**src/tbf_pkg.sv**
```systemverilog
// tbf_pkg: shared types, constants, grids and factor table for the tube bank factor lookup
// used by every module of the block; depends on nothing

package tbf_pkg;

	// fixed-point setup
	localparam int RATIO_FRAC_BITS = 16;
	localparam int REG_W    = 20;
	localparam int RE_W     = 24;
	localparam int FA_W     = 16;
	localparam int TQ_W     = 15;
	localparam int WT_W     = 17;
	localparam int WT_FRAC  = 16;
	localparam int GW       = RATIO_FRAC_BITS + 4;
	localparam int NUM_W    = RATIO_FRAC_BITS + 21;
	localparam int DEN_W    = (GW > REG_W) ? GW : REG_W;
	localparam int CNT_W    = $clog2(NUM_W + 1);
	localparam int CFG_IDX_W = 2;

	localparam logic [WT_W-1:0] WT_ONE = WT_W'(1 << WT_FRAC);

	// configuration register indexes
	localparam logic [CFG_IDX_W-1:0] CFG_TRANSVERSE   = 2'd0;
	localparam logic [CFG_IDX_W-1:0] CFG_LONGITUDINAL = 2'd1;
	localparam logic [CFG_IDX_W-1:0] CFG_DIAMETER     = 2'd2;

	localparam logic [REG_W-1:0] RST_TRANSVERSE   = 20'd50800;
	localparam logic [REG_W-1:0] RST_LONGITUDINAL = 20'd50800;
	localparam logic [REG_W-1:0] RST_DIAMETER     = 20'd25400;

	// pitch ratio grids in ratio format
	localparam logic [GW-1:0] ST_GRID [6] = '{
		GW'((64'd3 << RATIO_FRAC_BITS) / 64'd2),
		GW'((64'd4 << RATIO_FRAC_BITS) / 64'd2),
		GW'((64'd6 << RATIO_FRAC_BITS) / 64'd2),
		GW'((64'd8 << RATIO_FRAC_BITS) / 64'd2),
		GW'((64'd10 << RATIO_FRAC_BITS) / 64'd2),
		GW'((64'd12 << RATIO_FRAC_BITS) / 64'd2)
	};
	localparam logic [GW-1:0] SL_GRID [6] = '{
		GW'(((64'd20 << RATIO_FRAC_BITS) + 64'd10) / 64'd20),
		GW'(((64'd22 << RATIO_FRAC_BITS) + 64'd10) / 64'd20),
		GW'(((64'd25 << RATIO_FRAC_BITS) + 64'd10) / 64'd20),
		GW'(((64'd30 << RATIO_FRAC_BITS) + 64'd10) / 64'd20),
		GW'(((64'd40 << RATIO_FRAC_BITS) + 64'd10) / 64'd20),
		GW'(((64'd40 << RATIO_FRAC_BITS) + 64'd10) / 64'd20)
	};

	// reynolds grid, spans are 32 times the reduced divisors
	localparam logic [15:0] RE_LO  = 16'd8000;
	localparam logic [15:0] RE_MID = 16'd20000;
	localparam logic [15:0] RE_HI  = 16'd40000;
	localparam int RE_OFF_W = 15;
	localparam int RE_N_W   = RE_OFF_W + 11;
	localparam int RE_D_W   = 10;
	localparam int RE_K     = 40;
	localparam int RE_M_W   = 32;
	localparam int RE_P_W   = RE_N_W + RE_M_W;
	localparam logic [RE_D_W-1:0] RE_D1 = 10'd375;
	localparam logic [RE_D_W-1:0] RE_D2 = 10'd625;
	localparam logic [RE_M_W-1:0] RE_M1 = RE_M_W'((64'd1 << RE_K) / 64'd375);
	localparam logic [RE_M_W-1:0] RE_M2 = RE_M_W'((64'd1 << RE_K) / 64'd625);

	// factor table in q1.14, index i*20 + j*4 + k
	localparam int TBL_N = 120;
	localparam int TBL_IDX_W = 7;
	localparam logic [TBL_IDX_W-1:0] TBL_I_STRIDE = 7'd20;
	localparam logic [TBL_IDX_W-1:0] TBL_J_STRIDE = 7'd4;
	localparam logic [TQ_W-1:0] FA_TBL [TBL_N] = '{
		15'd6390,  15'd9011,  15'd11305, 15'd11796,
		15'd8192,  15'd11633, 15'd14909, 15'd14582,
		15'd13107, 15'd14254, 15'd16220, 15'd16220,
		15'd15729, 15'd14746, 15'd17531, 15'd17203,
		15'd15892, 15'd14746, 15'd18022, 15'd17859,
		15'd5898,  15'd7373,  15'd9667,  15'd11141,
		15'd7700,  15'd9994,  15'd13435, 15'd13763,
		15'd11796, 15'd12943, 15'd15073, 15'd15073,
		15'd15237, 15'd13763, 15'd16384, 15'd16384,
		15'd15565, 15'd14254, 15'd17203, 15'd17039,
		15'd5407,  15'd6390,  15'd8520,  15'd9667,
		15'd6881,  15'd9175,  15'd12124, 15'd12943,
		15'd10977, 15'd11960, 15'd13926, 15'd13763,
		15'd14746, 15'd12943, 15'd14909, 15'd14909,
		15'd15073, 15'd13435, 15'd15892, 15'd15729,
		15'd5407,  15'd6062,  15'd7864,  15'd8684,
		15'd6717,  15'd8847,  15'd11469, 15'd12780,
		15'd10486, 15'd11633, 15'd13271, 15'd13107,
		15'd13763, 15'd12616, 15'd14418, 15'd14418,
		15'd14582, 15'd13107, 15'd15237, 15'd15729,
		15'd5734,  15'd6226,  15'd7537,  15'd8192,
		15'd7045,  15'd9011,  15'd11633, 15'd12943,
		15'd10322, 15'd11469, 15'd13107, 15'd13435,
		15'd12943, 15'd12288, 15'd14418, 15'd14582,
		15'd13926, 15'd12943, 15'd15237, 15'd15729,
		15'd6554,  15'd6390,  15'd7373,  15'd7864,
		15'd7700,  15'd9339,  15'd11960, 15'd13435,
		15'd10158, 15'd11141, 15'd13435, 15'd14582,
		15'd11633, 15'd12124, 15'd14582, 15'd14909,
		15'd13107, 15'd12780, 15'd15237, 15'd15729
	};
	localparam logic [FA_W-1:0] FA_MIN = 16'd5407;
	localparam logic [FA_W-1:0] FA_MAX = 16'd18022;

	// geometry sequencer
	typedef enum logic [1:0] {
		GS_IDLE,
		GS_LAUNCH,
		GS_WAIT
	} geom_state_t;

	typedef enum logic [1:0] {
		STEP_ST_RATIO,
		STEP_ST_WT,
		STEP_SL_RATIO,
		STEP_SL_WT
	} geom_step_t;

	// per-configuration interpolation setup
	typedef struct packed {
		logic [2:0]      ist;
		logic [1:0]      jsl;
		logic [WT_W-1:0] tst;
		logic [WT_W-1:0] tsl;
	} geom_t;

	// a + round((b - a) * t / 2^16), same as the weighted sum with half-up rounding
	function automatic logic [TQ_W-1:0] lerp_q(input logic [TQ_W-1:0] a,
			input logic [TQ_W-1:0] b, input logic [WT_W-1:0] t);
		logic signed [TQ_W+1:0]        d;
		logic signed [WT_W:0]          ts;
		logic signed [TQ_W+WT_W+2:0]   p;
		logic signed [TQ_W+WT_W+2:0]   sh;
		logic [TQ_W+1:0]               r;
		d  = $signed({2'b00, b}) - $signed({2'b00, a});
		ts = $signed({1'b0, t});
		p  = d * ts + 35'sd32768;
		sh = p >>> WT_FRAC;
		r  = {2'b00, a} + sh[TQ_W+1:0];
		return r[TQ_W-1:0];
	endfunction

endpackage

```
**src/tbf_div.sv**
```systemverilog
// tbf_div: restoring divider, one quotient bit per cycle
// depends on tbf_pkg

module tbf_div (
	input  logic                       clk,
	input  logic                       arst_n,
	input  logic                       start,
	input  logic [tbf_pkg::NUM_W-1:0]  num,
	input  logic [tbf_pkg::DEN_W-1:0]  den,
	output logic                       done,
	output logic [tbf_pkg::NUM_W-1:0]  quo
);
	logic                        busy_q;
	logic                        done_q;
	logic [tbf_pkg::CNT_W-1:0]   cnt_q;
	logic [tbf_pkg::NUM_W-1:0]   acc_q;
	logic [tbf_pkg::DEN_W-1:0]   rem_q;
	logic [tbf_pkg::DEN_W-1:0]   den_q;
	logic [tbf_pkg::DEN_W:0]     trial;
	logic [tbf_pkg::DEN_W:0]     diff;
	logic                        ge;

	// one trial subtraction
	always_comb begin
		trial = {rem_q, acc_q[tbf_pkg::NUM_W-1]};
		diff  = trial - {1'b0, den_q};
		ge    = trial >= {1'b0, den_q};
	end

	// control
	always_ff @(posedge clk or negedge arst_n) begin
		if (!arst_n) begin
			busy_q <= 1'b0;
			done_q <= 1'b0;
			cnt_q  <= '0;
		end else begin
			done_q <= 1'b0;
			if (start) begin
				busy_q <= 1'b1;
				cnt_q  <= tbf_pkg::CNT_W'(tbf_pkg::NUM_W);
			end else if (busy_q) begin
				cnt_q <= cnt_q - 1'b1;
				if (cnt_q == tbf_pkg::CNT_W'(1)) begin
					busy_q <= 1'b0;
					done_q <= 1'b1;
				end
			end
		end
	end

	// datapath
	always_ff @(posedge clk) begin
		if (start) begin
			acc_q <= num;
			rem_q <= '0;
			den_q <= den;
		end else if (busy_q) begin
			acc_q <= {acc_q[tbf_pkg::NUM_W-2:0], ge};
			rem_q <= ge ? diff[tbf_pkg::DEN_W-1:0] : trial[tbf_pkg::DEN_W-1:0];
		end
	end

	assign done = done_q;
	assign quo  = acc_q;

endmodule

```
**src/tbf_geom.sv**
```systemverilog
// tbf_geom: configuration registers and the pitch-ratio setup (ratios, intervals, weights)
// depends on tbf_pkg and tbf_div

module tbf_geom (
	input  logic                            clk,
	input  logic                            arst_n,
	input  logic                            cfg_we,
	input  logic [tbf_pkg::CFG_IDX_W-1:0]   cfg_index,
	input  logic [tbf_pkg::REG_W-1:0]       cfg_wdata,
	output tbf_pkg::geom_t                  geom,
	output logic                            ready
);
	logic [tbf_pkg::REG_W-1:0]  st_q;
	logic [tbf_pkg::REG_W-1:0]  sl_q;
	logic [tbf_pkg::REG_W-1:0]  dia_q;
	logic                       pending_q;
	tbf_pkg::geom_state_t       state_q;
	tbf_pkg::geom_state_t       state_d;
	tbf_pkg::geom_step_t        step_q;
	logic                       last_step;
	logic                       div_start;
	logic                       div_done;
	logic [tbf_pkg::NUM_W-1:0]  div_num;
	logic [tbf_pkg::DEN_W-1:0]  div_den;
	logic [tbf_pkg::NUM_W-1:0]  div_quo;
	logic [tbf_pkg::GW-1:0]     off_q;
	logic [tbf_pkg::GW-1:0]     span_q;
	logic [2:0]                 ist_q;
	logic [1:0]                 jsl_q;
	logic [tbf_pkg::WT_W-1:0]   tst_q;
	logic [tbf_pkg::WT_W-1:0]   tsl_q;
	logic [tbf_pkg::GW-1:0]     g [6];
	logic [2:0]                 top;
	logic [tbf_pkg::GW-1:0]     xc;
	logic [2:0]                 idx;
	logic                       found;
	logic [tbf_pkg::GW-1:0]     off;
	logic [tbf_pkg::GW-1:0]     span;

	// register writes
	always_ff @(posedge clk or negedge arst_n) begin
		if (!arst_n) begin
			st_q  <= tbf_pkg::RST_TRANSVERSE;
			sl_q  <= tbf_pkg::RST_LONGITUDINAL;
			dia_q <= tbf_pkg::RST_DIAMETER;
		end else if (cfg_we) begin
			unique case (cfg_index)
				tbf_pkg::CFG_TRANSVERSE:   st_q  <= cfg_wdata;
				tbf_pkg::CFG_LONGITUDINAL: sl_q  <= cfg_wdata;
				tbf_pkg::CFG_DIAMETER:     dia_q <= cfg_wdata;
				default: ;
			endcase
		end
	end

	assign last_step = step_q == tbf_pkg::STEP_SL_WT;

	// sequencer next state
	always_comb begin
		state_d = state_q;
		unique case (state_q)
			tbf_pkg::GS_IDLE:   if (pending_q) state_d = tbf_pkg::GS_LAUNCH;
			tbf_pkg::GS_LAUNCH: state_d = tbf_pkg::GS_WAIT;
			tbf_pkg::GS_WAIT: begin
				if (div_done) state_d = last_step ? tbf_pkg::GS_IDLE : tbf_pkg::GS_LAUNCH;
			end
			default: state_d = tbf_pkg::GS_IDLE;
		endcase
	end

	// sequencer outputs
	always_comb begin
		div_start = state_q == tbf_pkg::GS_LAUNCH;
		ready     = (state_q == tbf_pkg::GS_IDLE) && !pending_q;
	end

	// state, step and recompute request
	always_ff @(posedge clk or negedge arst_n) begin
		if (!arst_n) begin
			state_q   <= tbf_pkg::GS_IDLE;
			step_q    <= tbf_pkg::STEP_ST_RATIO;
			pending_q <= 1'b1;
		end else begin
			state_q <= state_d;
			if (cfg_we) begin
				pending_q <= 1'b1;
			end else if (state_q == tbf_pkg::GS_IDLE) begin
				pending_q <= 1'b0;
			end
			if (state_q == tbf_pkg::GS_IDLE && pending_q) begin
				step_q <= tbf_pkg::STEP_ST_RATIO;
			end else if (state_q == tbf_pkg::GS_WAIT && div_done && !last_step) begin
				step_q <= tbf_pkg::geom_step_t'(step_q + 2'd1);
			end
		end
	end

	// divider operands
	always_comb begin
		unique case (step_q)
			tbf_pkg::STEP_ST_RATIO: begin
				div_num = tbf_pkg::NUM_W'({st_q, {tbf_pkg::RATIO_FRAC_BITS{1'b0}}});
				div_den = tbf_pkg::DEN_W'(dia_q);
			end
			tbf_pkg::STEP_SL_RATIO: begin
				div_num = tbf_pkg::NUM_W'({sl_q, {tbf_pkg::RATIO_FRAC_BITS{1'b0}}});
				div_den = tbf_pkg::DEN_W'(dia_q);
			end
			default: begin
				div_num = tbf_pkg::NUM_W'({off_q, {tbf_pkg::WT_FRAC{1'b0}}});
				div_den = tbf_pkg::DEN_W'(span_q);
			end
		endcase
	end

	tbf_div u_div (
		.clk    (clk),
		.arst_n (arst_n),
		.start  (div_start),
		.num    (div_num),
		.den    (div_den),
		.done   (div_done),
		.quo    (div_quo)
	);

	// clamp the ratio and find the first interval holding it
	always_comb begin
		g   = (step_q == tbf_pkg::STEP_SL_RATIO) ? tbf_pkg::SL_GRID : tbf_pkg::ST_GRID;
		top = (step_q == tbf_pkg::STEP_SL_RATIO) ? 3'd4 : 3'd5;
		if (div_quo > tbf_pkg::NUM_W'(g[top])) begin
			xc = g[top];
		end else if (div_quo < tbf_pkg::NUM_W'(g[1])) begin
			xc = g[1];
		end else begin
			xc = div_quo[tbf_pkg::GW-1:0];
		end
		idx   = top - 3'd1;
		found = 1'b0;
		for (int n = 0; n < 5; n++) begin
			if (!found && 3'(n) < top && xc <= g[n+1]) begin
				idx   = 3'(n);
				found = 1'b1;
			end
		end
		off  = xc - g[idx];
		span = g[idx + 3'd1] - g[idx];
	end

	// capture setup results
	always_ff @(posedge clk) begin
		if (state_q == tbf_pkg::GS_WAIT && div_done) begin
			case (step_q)
				tbf_pkg::STEP_ST_RATIO: begin
					off_q  <= off;
					span_q <= span;
					ist_q  <= idx;
				end
				tbf_pkg::STEP_SL_RATIO: begin
					off_q  <= off;
					span_q <= span;
					jsl_q  <= idx[1:0];
				end
				tbf_pkg::STEP_ST_WT: tst_q <= div_quo[tbf_pkg::WT_W-1:0];
				default:             tsl_q <= div_quo[tbf_pkg::WT_W-1:0];
			endcase
		end
	end

	assign geom.ist = ist_q;
	assign geom.jsl = jsl_q;
	assign geom.tst = tst_q;
	assign geom.tsl = tsl_q;

endmodule

```
**config.mk**
```make
export PLATFORM = sky130hd
export DESIGN_NAME = tbf_geom
export DESIGN_NICKNAME = d
export VERILOG_FILES = /design/src/tbf_pkg.sv /design/src/tbf_div.sv /design/src/tbf_geom.sv
export SDC_FILE = /design/constraint.sdc
export NUM_CORES = 1
export LEC_CHECK = 0
export ABC_CLOCK_PERIOD_IN_PS = 23800
export BUFFER_PORTS_ARGS = -buffer_cell sky130_fd_sc_hd__buf_4
export CAP_MARGIN = 15
export CORE_ASPECT_RATIO = 1.75
export CORE_UTILIZATION = 65
export CTS_CLUSTER_DIAMETER = 40
export CTS_CLUSTER_SIZE = 14
export DETAILED_ROUTE_END_ITERATION = 8
export GPL_TIMING_DRIVEN = 0
export HOLD_SLACK_MARGIN = 0.03
export PLACE_DENSITY = 0.82
export RECOVER_POWER = 50
export SYNTH_ARGS = -nofsm -noshare
export SYNTH_HDL_FRONTEND = slang
export SYNTH_SLANG_ARGS = --single-unit
```
**constraint.sdc**
```tcl
create_clock -name clk -period 23.8 [get_ports clk]
set_input_delay 1.19 -clock clk [delete_from_list [all_inputs] [get_ports clk]]
set_output_delay 1.19 -clock clk [all_outputs]
set_load 0.02 [all_outputs]
```
# --- Word-level counts from Yosys, hierarchy flattened ---
# Cells that the tools add are included.
totals:
  elab_cells: 134
  regBits: 229
  inputBits: 25
classes:
  n_addsub: 7
  magnitude_cmp: 16
  reduce_logical: 36
  muxes: 43
  bitwise: 4
  n_eq_ne: 10
ops:
  columns: ["op", "n"]
  rows:
  - ["two-way mux 20 bit", 10]
  - ["binary-select mux 20 bit (select 3 bit)", 3]
  - ["two-way mux 116 bit", 1]
  - ["less-or-equal comparator 20 bit", 5]
  - ["two-way mux 37 bit", 2]
  - ["case mux 36 bit (2 select lines)", 1]
  - ["subtractor 20 bit", 3]
  - ["> comparator 37 x 20 -> 1 bit", 1]
  - ["< comparator 37 x 20 -> 1 bit", 1]
  - ["greater-or-equal comparator 21 x 20 -> 1 bit", 1]
  - ["AND reduction 2 bit", 9]
  - ["two-way mux 3 bit", 5]
  - ["two-way mux 1 bit", 14]
  - ["logical AND 1 bit", 13]
  - ["greater-or-equal comparator 4 bit (second input constant)", 3]
  - ["two-way mux 6 bit", 2]
  - ["inverter 3 -> 4 bit", 3]
  - ["equality test 2 bit (second input constant)", 4]
  - ["two-way mux 2 bit", 4]
  - ["equality test 2 x 1 -> 1 bit (second input constant)", 3]
  - ["equality test 6 x 1 -> 1 bit (second input constant)", 1]
  - ["zero test 1 bit", 6]
  - ["zero test 2 bit", 3]
  - ["< comparator 1 x 3 -> 1 bit (first input constant)", 2]
  - ["other kinds (13)", 16]

# --- Depth between registers and ports, before layout ---
# Gate-level depths: netlist of run 1.
depth:
  ltp_word: 33
  depth_mapped: 31
  depth_no_buf: 30

# --- By module ---
# Synthesis of run 1 repeated with hierarchy kept, for this count alone.
hier_totals:
  hier_cells: 1038
  area_unflattened_um2: 11913.9
by_module_without_submodules:
  columns: ["mod", "area_each_um2", "n_inst", "cells_each"]
  rows:
  - ["tbf_geom", 7437.1, 1, 658]
  - ["tbf_div", 4476.8, 1, 380]

# --- Worst setup path after synthesis of run 1 ---
# Ideal clock, no wire load.
synth_path:
  kind: "register -> register"
  from: "register step_q[0]"
  to: "register off_q[17] in the netlist's numbering, data pin"
  path_slack_ps: 16364
  period_less_slack_ps: 7436
  setup_time_ps: 259
  arrival_ps: 7177
  path_stages_with_launch: 31
  path_buffers: 2
  cell_sequence: "dfrtp_1 inv_1 ha_1 buf_2 clkinv_1 ha_1 nand4_1 nor4b_1 nand4_1 nand3_2 nand2_1 a21oi_1 ha_1 a21o_1 a21oi_1 nor2b_1 a311oi_1 nor3_2 o41ai_4 nor3b_2 nand3b_1 ha_1 clkbuf_1 a31oi_1 nor2b_1 o221ai_1 a211oi_1 o211ai_1 a31o_2 a21oi_1 xnor2_1"
synth_via:
  elab_chain_cells: 32
  word_cells_on_any_way: 49
synth_rtl:
  columns: ["item", "line_no", "rtl"]
  rows:
  - ["start, declared", "tbf_geom.sv:19", "tbf_pkg::geom_step_t step_q;"]
  - ["start signal, assigned", "tbf_geom.sv:81", "step_q <= tbf_pkg::STEP_ST_RATIO;"]
  - ["start signal, assigned", "tbf_geom.sv:91", "step_q <= tbf_pkg::STEP_ST_RATIO;"]
  - ["start signal, assigned", "tbf_geom.sv:93", "step_q <= tbf_pkg::geom_step_t'(step_q + 2'd1);"]
  - ["equality test 2 bit *", "tbf_geom.sv:128, tbf_geom.sv:129", null]
  - ["two-way mux 1 bit", "tbf_geom.sv:129", "top = (step_q == tbf_pkg::STEP_SL_RATIO) ? 3'd4 : 3'd5;"]
  - ["inverter 3 -> 4 bit (implied by the code)", "tbf_geom.sv:130, tbf_geom.sv:131", null]
  - ["binary-select mux 20 bit (select 3 bit)", "tbf_geom.sv:130, tbf_geom.sv:131", null]
  - ["two-way mux 20 bit (implied by the code) (2 in a row)", "tbf_geom.sv:130, tbf_geom.sv:131", null]
  - ["> comparator 37 x 20 -> 1 bit", "tbf_geom.sv:130", "if (div_quo > tbf_pkg::NUM_W'(g[top])) begin"]
  - ["two-way mux 20 bit", "tbf_geom.sv:130", null]
  - ["less-or-equal comparator 20 bit", "tbf_geom.sv:140", "if (!found && 3'(n) < top && xc <= g[n+1]) begin"]
  - ["[15 not listed]", null, null]
  - ["logical AND 1 bit (2 in a row)", "tbf_geom.sv:140", null]
  - ["two-way mux 3 bit *", "tbf_geom.sv:140", null]
  - ["net idx[1]", "tbf_geom.sv:35", "logic [2:0] idx;"]
  - ["inverter 3 -> 4 bit (implied by the code) *", "tbf_geom.sv:145", "off = xc - g[idx];"]
  - ["binary-select mux 20 bit (select 3 bit) *", "tbf_geom.sv:145", null]
  - ["two-way mux 20 bit (implied by the code) * (2 in a row)", "tbf_geom.sv:145", null]
  - ["subtractor 20 bit *", "tbf_geom.sv:145", null]
  - ["net off, one bit", "tbf_geom.sv:37", "logic [tbf_pkg::GW-1:0] off;"]
  - ["end signal, assigned", "tbf_geom.sv:154", "off_q <= off;"]
  - ["end signal, assigned", "tbf_geom.sv:159", "off_q <= off;"]
  - ["end, declared", "tbf_geom.sv:26", "logic [tbf_pkg::GW-1:0] off_q;"]
# The timed path passes the listed nets; every way through them passes the cells marked *. The select of a mux whose other input is x is not followed.
# A chain may end at the register's enable or synchronous reset.

# --- Worst setup path in the final report of run 1 ---
layout_path:
  from: "register step_q[0]"
  to: "register off_q[18] in the netlist's numbering, data pin"
# Same word-level chain as after synthesis.

==> results of run 1 <==
==> final timing paths <==
kind                                         startpoint                      endpoint  slack, ns
min in group asynchronous                        arst_n          dia_q[2]$_DFFE_PN0P_       1.99
setup reg to reg                  step_q[0]$_DFFE_PN0P_           off_q[18]$_DFFE_PP_      14.23
hold reg to reg            u_div.rem_q[19]$_SDFFE_PP0P_  u_div.rem_q[19]$_SDFFE_PP0P_       0.50
setup / recovery                  step_q[0]$_DFFE_PN0P_           off_q[18]$_DFFE_PP_      14.23
max in group asynchronous                        arst_n         step_q[0]$_DFFE_PN0P_      19.64
hold / removal             u_div.rem_q[19]$_SDFFE_PP0P_  u_div.rem_q[19]$_SDFFE_PP0P_       0.50
==> cells in the mapped netlist (7+ instances only) <==
master	instances
edfxtp_1	125
nand2_1	102
ha_1	72
nor2_1	67
mux2_2	62
a21oi_1	60
dfrtp_1	51
inv_1	49
o21ai_0	42
clkbuf_1	34
a31oi_1	31
a21o_1	29
xnor2_1	27
and2_1	24
dfstp_2	22
a22oi_1	20
dfxtp_1	20
mux2i_1	19
nor3_1	15
xor2_1	12
nand3_1	10
nand4_1	9
nor2b_1	8
nor4_1	8
o21a_1	8
or2_2	7
==> worst max-delay path, delay by kind of cell (launching register included) <==
family                   cells  cell delay [ns]
buffers and inverters        4             1.36
AO/OA/AOI/OAI               11             3.07
adder cells (fa/ha/maj)      4             1.86
flip-flops                   1             0.45
AND/OR/NAND/NOR             10             2.39
XOR/XNOR                     1             0.16
==> metrics by stage <==
stage / std cells / hold slack [ns] / cell area (um^2) / utilization / power [mW]
finish: 1370 / 0.499 / 13000 / 0.747 / 0.791
global route: 1370 / 0.524 / 13000 / 0.747 / 0.812
CTS: 1370 / 0.489 / 13100 / 0.749 / 0.794
detailed placement: 1330 / 0.465 / 12400 / 0.710 / 0.469
global placement: 1330 / 0.451 / 12400 / 0.710 / 0.465
floorplan: 1035 / 0.437 / 11600 / - / 0.455
==> layer usage <==
metal / vias up / track usage
met2: 291 / 0.586
met3: 123 / 0.0511
met4: 0 / 0.230
met1: 4121 / 0.311
met5: - / 0
li1: 3975 / -
==> state kept, by name, summed over array words and instances (netlist names), 3 cells and up <==
signal,cells
dia_q,20
ist_q,3
off_q,20
span_q,9
u_div.cnt_q,6
u_div.quo,37
tsl_q,17
sl_q,20
u_div.den_q,20
u_div.rem_q,20
tst_q,17
st_q,20
==> area by class of cell <==
type / instances / share of cell area
Sequential cell: 218 / 0.461
Multi-Input combinational cell: 730 / 0.405
Clock buffer: 33 / 0.0487
Timing Repair Buffer: 64 / 0.0337
Tap cell: 231 / 0.0222
Inverter: 50 / 0.0144
Buffer: 37 / 0.0109
Clock inverter: 7 / 0.00422
==> logic make-up (layout without fill, tap and decap cells) <==
family | after synthesis | count (layout) | synth area share
buf+inv | 87 | 191 | 0.0283
simple gates | 292 | 292 | 0.127
fa+ha+maj | 73 | 73 | 0.0793
xor+xnor | 40 | 40 | 0.0318
compound gates | 243 | 243 | 0.139
flops | 218 | 218 | 0.517
mux | 82 | 82 | 0.0774
==> power by group through the flow <==
stage | combinational [mW] | clock (mW) | sequential, mW
2_1_floorplan | 0.0206 | 0 | 0.434
4_1_cts | 0.0313 | 0.332 | 0.431
3_3_place_gp | 0.0289 | 0 | 0.436
5_1_grt | 0.0332 | 0.345 | 0.433
6_report | 0.0308 | 0.329 | 0.431
3_5_place_dp | 0.0308 | 0 | 0.438
==> summary.md, run 1 <==
| Metric | Value |
|---|---|
| Pre-Repair DR Iteration Count | 7 |
| Fill cell count | 1259 |
| H-Tree Depth | 1 |
| Clock Path Buffers | 3 |
| Port Buffer Count | 64 |
| Vert. Die Dim | around 180 um |
| Run status | complete, but fails checks |
| Worst EP arrival | a little under 10 ns |
| Largest net degree at the start of global routing | 74 |
| Reg power frac | 0.545 |
| Std cell rows | 64 |
| Final Skew | 0.0117 ns |
| Ratio of cells with drive above 1 in the final layout | 0.176 |
| Failing checks | capacitance limit, slew limit |
| Dpl ws | between 10 and 15 ns |
| Gr usage total | 0.318 |
| WP data required | 24.05 ns |
| Antenna cell count | 0 |
| Max Fclk | 0.105 GHz |
| Hold Vio Cnt, Final | 0 |
| DRC errors left | 0 |
| Post-Route WL | 28600 um |
| Commonest non-fill, non-tap cell in the layout | edfxtp_1 |
| Switching fraction of total power | 0.210 |
| First-pass GRT wire length | 43700 um |
| Clk sink count | 218 |
| CTS Root Cell | clkbuf_16 |
| #FFs+latches synth | 218 |
| Ports | 65 |
| Max Slew Vio Count | 74 |
| Hold Buf Count CTS | 0 |
| CTS resizes | 0 |
| Final setup viols | 0 |
| CTS buffer count | 22 |
| Final GP Congestion | 0.913 |
| Starting Density | 0.666 |
| Gr ovfl total | 0 |
| Sw Pwr | ~0.17 mW |
| Clock network fraction of total power | 0.416 |
| Register area | 0.00601 mm^2 |
| Vias in the first global route | just under 9k |
| Net count, final | 1221 |
| Crit path kind | flip-flop to flip-flop |
| Logic pwr share | 0.039 |
| Max-cap violation count | 1 |
| Netlist cell types | 81 |
| Vias per cell | 6.21 |
| Post-CTS Setup Inserts | 0 |
| Met1 Wirelength | 9490 um |
| RSZ-0062 raised after global routing | false |
| WL met2 | 15500 um |
| CTS tree | done |
| Worst-path cell with the longest stage delay | clkinv_1 |
| Worst-Skew Late Latency | 0.50 ns |
| Sequential share of the synthesized area | 0.517 |
| Final period util | 0.402 |
| Ys flop type | edfxtp_1 |
| Core area | 0.0175 mm^2 |
| Most frequent cells in the layout | 125 x edfxtp_1, 102 x nand2_1, 72 x ha_1 |
| Clk slew on worst S/H paths | roughly 0.060 ns |
| Ys Warns | 0 |
| Hold Path Cell Cnt | 2 |
| Worst Hold Class | flip-flop to flip-flop |
| Number of flops mapped to enable cells by yosys | around 130 |
| Detailed Route Iter0 Violations | 428 |
| Synth area leaders | edfxtp_1 32%, dfrtp_1 11%, ha_1 7.8% |
| Area taken by multi-input logic gates | 0.00528 mm^2 |
| Internal power | 0.625 mW |
| Asr flop ratio synth | 0.335 |
| Crit path max fanout | 25 |
| Metal3 WL | 1490 um |
| Total negative setup slack | 0 ns |
| Pwr dens | 60.7 mW/mm^2 |
| Post-Syn Nets | around 1.1k |
| Cell with the most instances on the worst path | ha_1 |
| Worst Setup End Kind | flip-flop |
| Number of routed nets with antenna violations | 0 |
| Wirelength per Cell | 20.9 um |
| Die W | 103 um |
| Peak VDD IR | approximately 0.000059 V |
| Die ar. | 0.0184 mm^2 |
| Worst Max-Slew Pin Slew | 3.81 ns |
| Top Metal Used | met4 |
| Synth Instances | 1035 |
| Post-Syn Area | 0.0116 mm^2 |
| PnR worst setup slack | 14.23 ns |
| Area grow syn2layout | 12.2% |
| Crit path launch type | flip-flop |
| R2R cell count | 30 |
| Pleak | 5.40 nW |
| Dpl hpwl | 21200 um |
| Clock period minus worst slack | 9.57 ns |
| Syn avg cell area | approximately 11 um^2 |
| Yosys top cell by area | edfxtp_1 |
| Max incr delay on CP | 0.72 ns |
| Rel. slew slack | -1.54 |
| Initial antenna violation count | 0 |
| Top cell type's share of synthesized area | 0.323 |
| Via count | 8510 |
Power figures use the tool's default switching activity.
==> inputs of run 2 (changes only) <==
--- a/config.mk
+++ b/config.mk
@@ -5,17 +5,17 @@
 export SDC_FILE = /design/constraint.sdc
 export NUM_CORES = 1
 export LEC_CHECK = 0
-export ABC_CLOCK_PERIOD_IN_PS = 23800
+export ABC_CLOCK_PERIOD_IN_PS = 8100
 export BUFFER_PORTS_ARGS = -buffer_cell sky130_fd_sc_hd__buf_4
 export CAP_MARGIN = 15
 export CORE_ASPECT_RATIO = 1.75
-export CORE_UTILIZATION = 65
+export CORE_UTILIZATION = 56
 export CTS_CLUSTER_DIAMETER = 40
 export CTS_CLUSTER_SIZE = 14
 export DETAILED_ROUTE_END_ITERATION = 8
 export GPL_TIMING_DRIVEN = 0
 export HOLD_SLACK_MARGIN = 0.03
-export PLACE_DENSITY = 0.82
+export PLACE_DENSITY = 0.75
 export RECOVER_POWER = 50
 export SYNTH_ARGS = -nofsm -noshare
 export SYNTH_HDL_FRONTEND = slang
==> constraint.sdc (replaced) <==
create_clock -name clk -period 8.1 [get_ports clk]
set_input_delay 0.405 -clock clk [delete_from_list [all_inputs] [get_ports clk]]
set_output_delay 0.405 -clock clk [all_outputs]
set_load 0.02 [all_outputs]
==> summary.md, run 2 (synthesis results as in run 1) <==
| Metric | Value |
|---|---|
| Gr usage total | 0.273 |
| Fin util | 0.651 |
| Detailed Route Iter0 Violations | 305 |
| Worst Path Buf+Inv | 5 |
| Dpl cell area | 0.0124 mm^2 |
| Run status | complete, but fails checks |
| Final period util | 0.940 |
| Ports | 65 |
| Final Skew | roughly 0.030 ns |
| Pleak | 5.39 nW |
| Max incr delay on CP | between 0.4 and 0.5 ns |
| Crit path max fanout | 25 |
| Std cell rows | 69 |
| Final design instance area without fill | 0.0132 mm^2 |
| Final Instance Count excl. Fillers | 1398 |
| Vias per cell | 6.03 |
| Core area | 0.0203 mm^2 |
| Clock Path Buffers | 3 |
| Failing checks | capacitance limit, slew limit |
| Worst-path cell with the longest stage delay | dfrtp_1 |
| Commonest non-fill, non-tap cell in the layout | edfxtp_1 |
| Final GP Congestion | 0.956 |
| Hold Vio Cnt, Final | 0 |
| Vias in the first global route | between 8k and 9k |
| Vert. Die Dim | a little under 200 um |
| Worst Max-Slew Pin Slew | 3.81 ns |
| Port Buffer Count | 64 |
| Die W | 111 um |
| Area taken by multi-input logic gates | 0.00538 mm^2 |
| Post-Route WL | 28800 um |
| Peak VDD IR | approximately 0.00018 V |
| Worst EP arrival | 7.87 ns |
| Gr ovfl total | 0 |
| Max reg flops | 37 |
| Worst Setup End Kind | flip-flop |
| CTS buffer count | 22 |
| PnR worst setup slack | 0.484 ns |
| Initial antenna violation count | 0 |
| Rel. slew slack | -1.54 |
| Number of routed nets with antenna violations | 0 |
| Clock period minus worst slack | roughly 7.6 ns |
| First-pass GRT wire length | 45100 um |
| Antenna cell count | 0 |
| Kind of cell adding the most delay to the critical path | compound AO/OA/AOI/OAI gates |
| Dpl cells | 1347 |
| Worst-Skew Late Latency | about 0.52 ns |
| Most frequent cells in the layout | 125 x edfxtp_1, 102 x nand2_1, 79 x clkbuf_1 |
| Ratio of cells with drive above 1 in the final layout | 0.169 |
| Via count | 8429 |
| Pwr dens | ~180 mW/mm^2 |
| CTS Root Cell | clkbuf_16 |
| Crit path launch type | flip-flop |
| Dpl hpwl | 21600 um |
| Area grow syn2layout | 13.6% |
| Max-cap violation count | 1 |
| Worst Hold Class | primary input to flip-flop |
| DRC errors left | 0 |
| Starting Density | 0.573 |
| RSZ-0062 raised after global routing | false |
| WP data required | approximately 8.4 ns |
| Register area | 0.00601 mm^2 |
| Cell with the most instances on the worst path | ha_1 |
| Max Slew Vio Count | 74 |
| Wirelength per Cell | 20.6 um |
| H-Tree Depth | 1 |
| Largest net degree at the start of global routing | 74 |
| Pre-Repair DR Iteration Count | 5 |
| Die ar. | 0.0214 mm^2 |
| Hold Slack | 0.137 ns |
| Hold Buf Count CTS | 0 |
| Dpl ws | -1.27 ns |
| Final setup viols | 0 |
| CTS tree | done |
| Crit path kind | flip-flop to flip-flop |
| Max Fclk | around 0.13 GHz |
| Clk sink count | about 220 |
| Fill cell count | 1601 |
| Net count, final | 1232 |
| Clk slew on worst S/H paths | 0.07 ns |
run 2: final timing paths:
kind                            slack, ns                          from                            to  cells after the start
worst max-delay path                 0.48         step_q[0]$_DFFE_PN0P_           off_q[17]$_DFFE_PP_                     30
worst min-delay path                 0.14                  cfg_wdata[3]          dia_q[3]$_DFFE_PN1P_                      2
worst max register to register       0.48         step_q[0]$_DFFE_PN0P_           off_q[17]$_DFFE_PP_                     30
worst min register to register       0.48  u_div.rem_q[19]$_SDFFE_PP0P_  u_div.rem_q[19]$_SDFFE_PP0P_                      2
max in group asynchronous            4.75                        arst_n           st_q[2]$_DFFE_PN0P_                      1
min in group asynchronous            1.21                        arst_n         dia_q[16]$_DFFE_PN0P_                      1
run 2: per-stage QoR:
stage | power (mW) | setup TNS, ns
4_1_cts | 2.42 | 0
3_3_place_gp | 1.37 | -11.85
5_1_grt | 2.47 | 0
3_5_place_dp | 1.38 | -13.32
6_report | 2.41 | 0
2_1_floorplan | 1.34 | 0
run 2: what timing repair did:
item / CTS / global route
buffers inserted: 6 / 6
pin swaps: 1 / 3
endpoints found under the setup margin: 20 / 13
gates resized for setup: 7 / 15
run 2: power by group:
part | switching (mW) | internal, mW
Clock | 0.431 | 0.624
Combinational | 0.0341 | 0.0539
Sequential | 0.0306 | 1.23
run 2: final cells by class:
type	count	area share
inverters	50	0.0148
flip-flops and latches	218	0.455
repair buffers	76	0.0313
clock inverters	7	0.00853
well taps	248	0.0235
plain buffers	36	0.0108
multi-input cells	730	0.407
clock buffers	33	0.0490
run 2: layer usage:
| layer | up-vias | share of wire | global-route usage |
|---|---|---|---|
| li1 | 4003 | - | - |
| met2 | 205 | 0.56 | 0.546 |
| met5 | - | 0 | 0 |
| met1 | 4131 | 0.36 | 0.274 |
| met3 | 90 | 0.027 | 0.0223 |
| met4 | 0 | 0.057 | 0.150 |
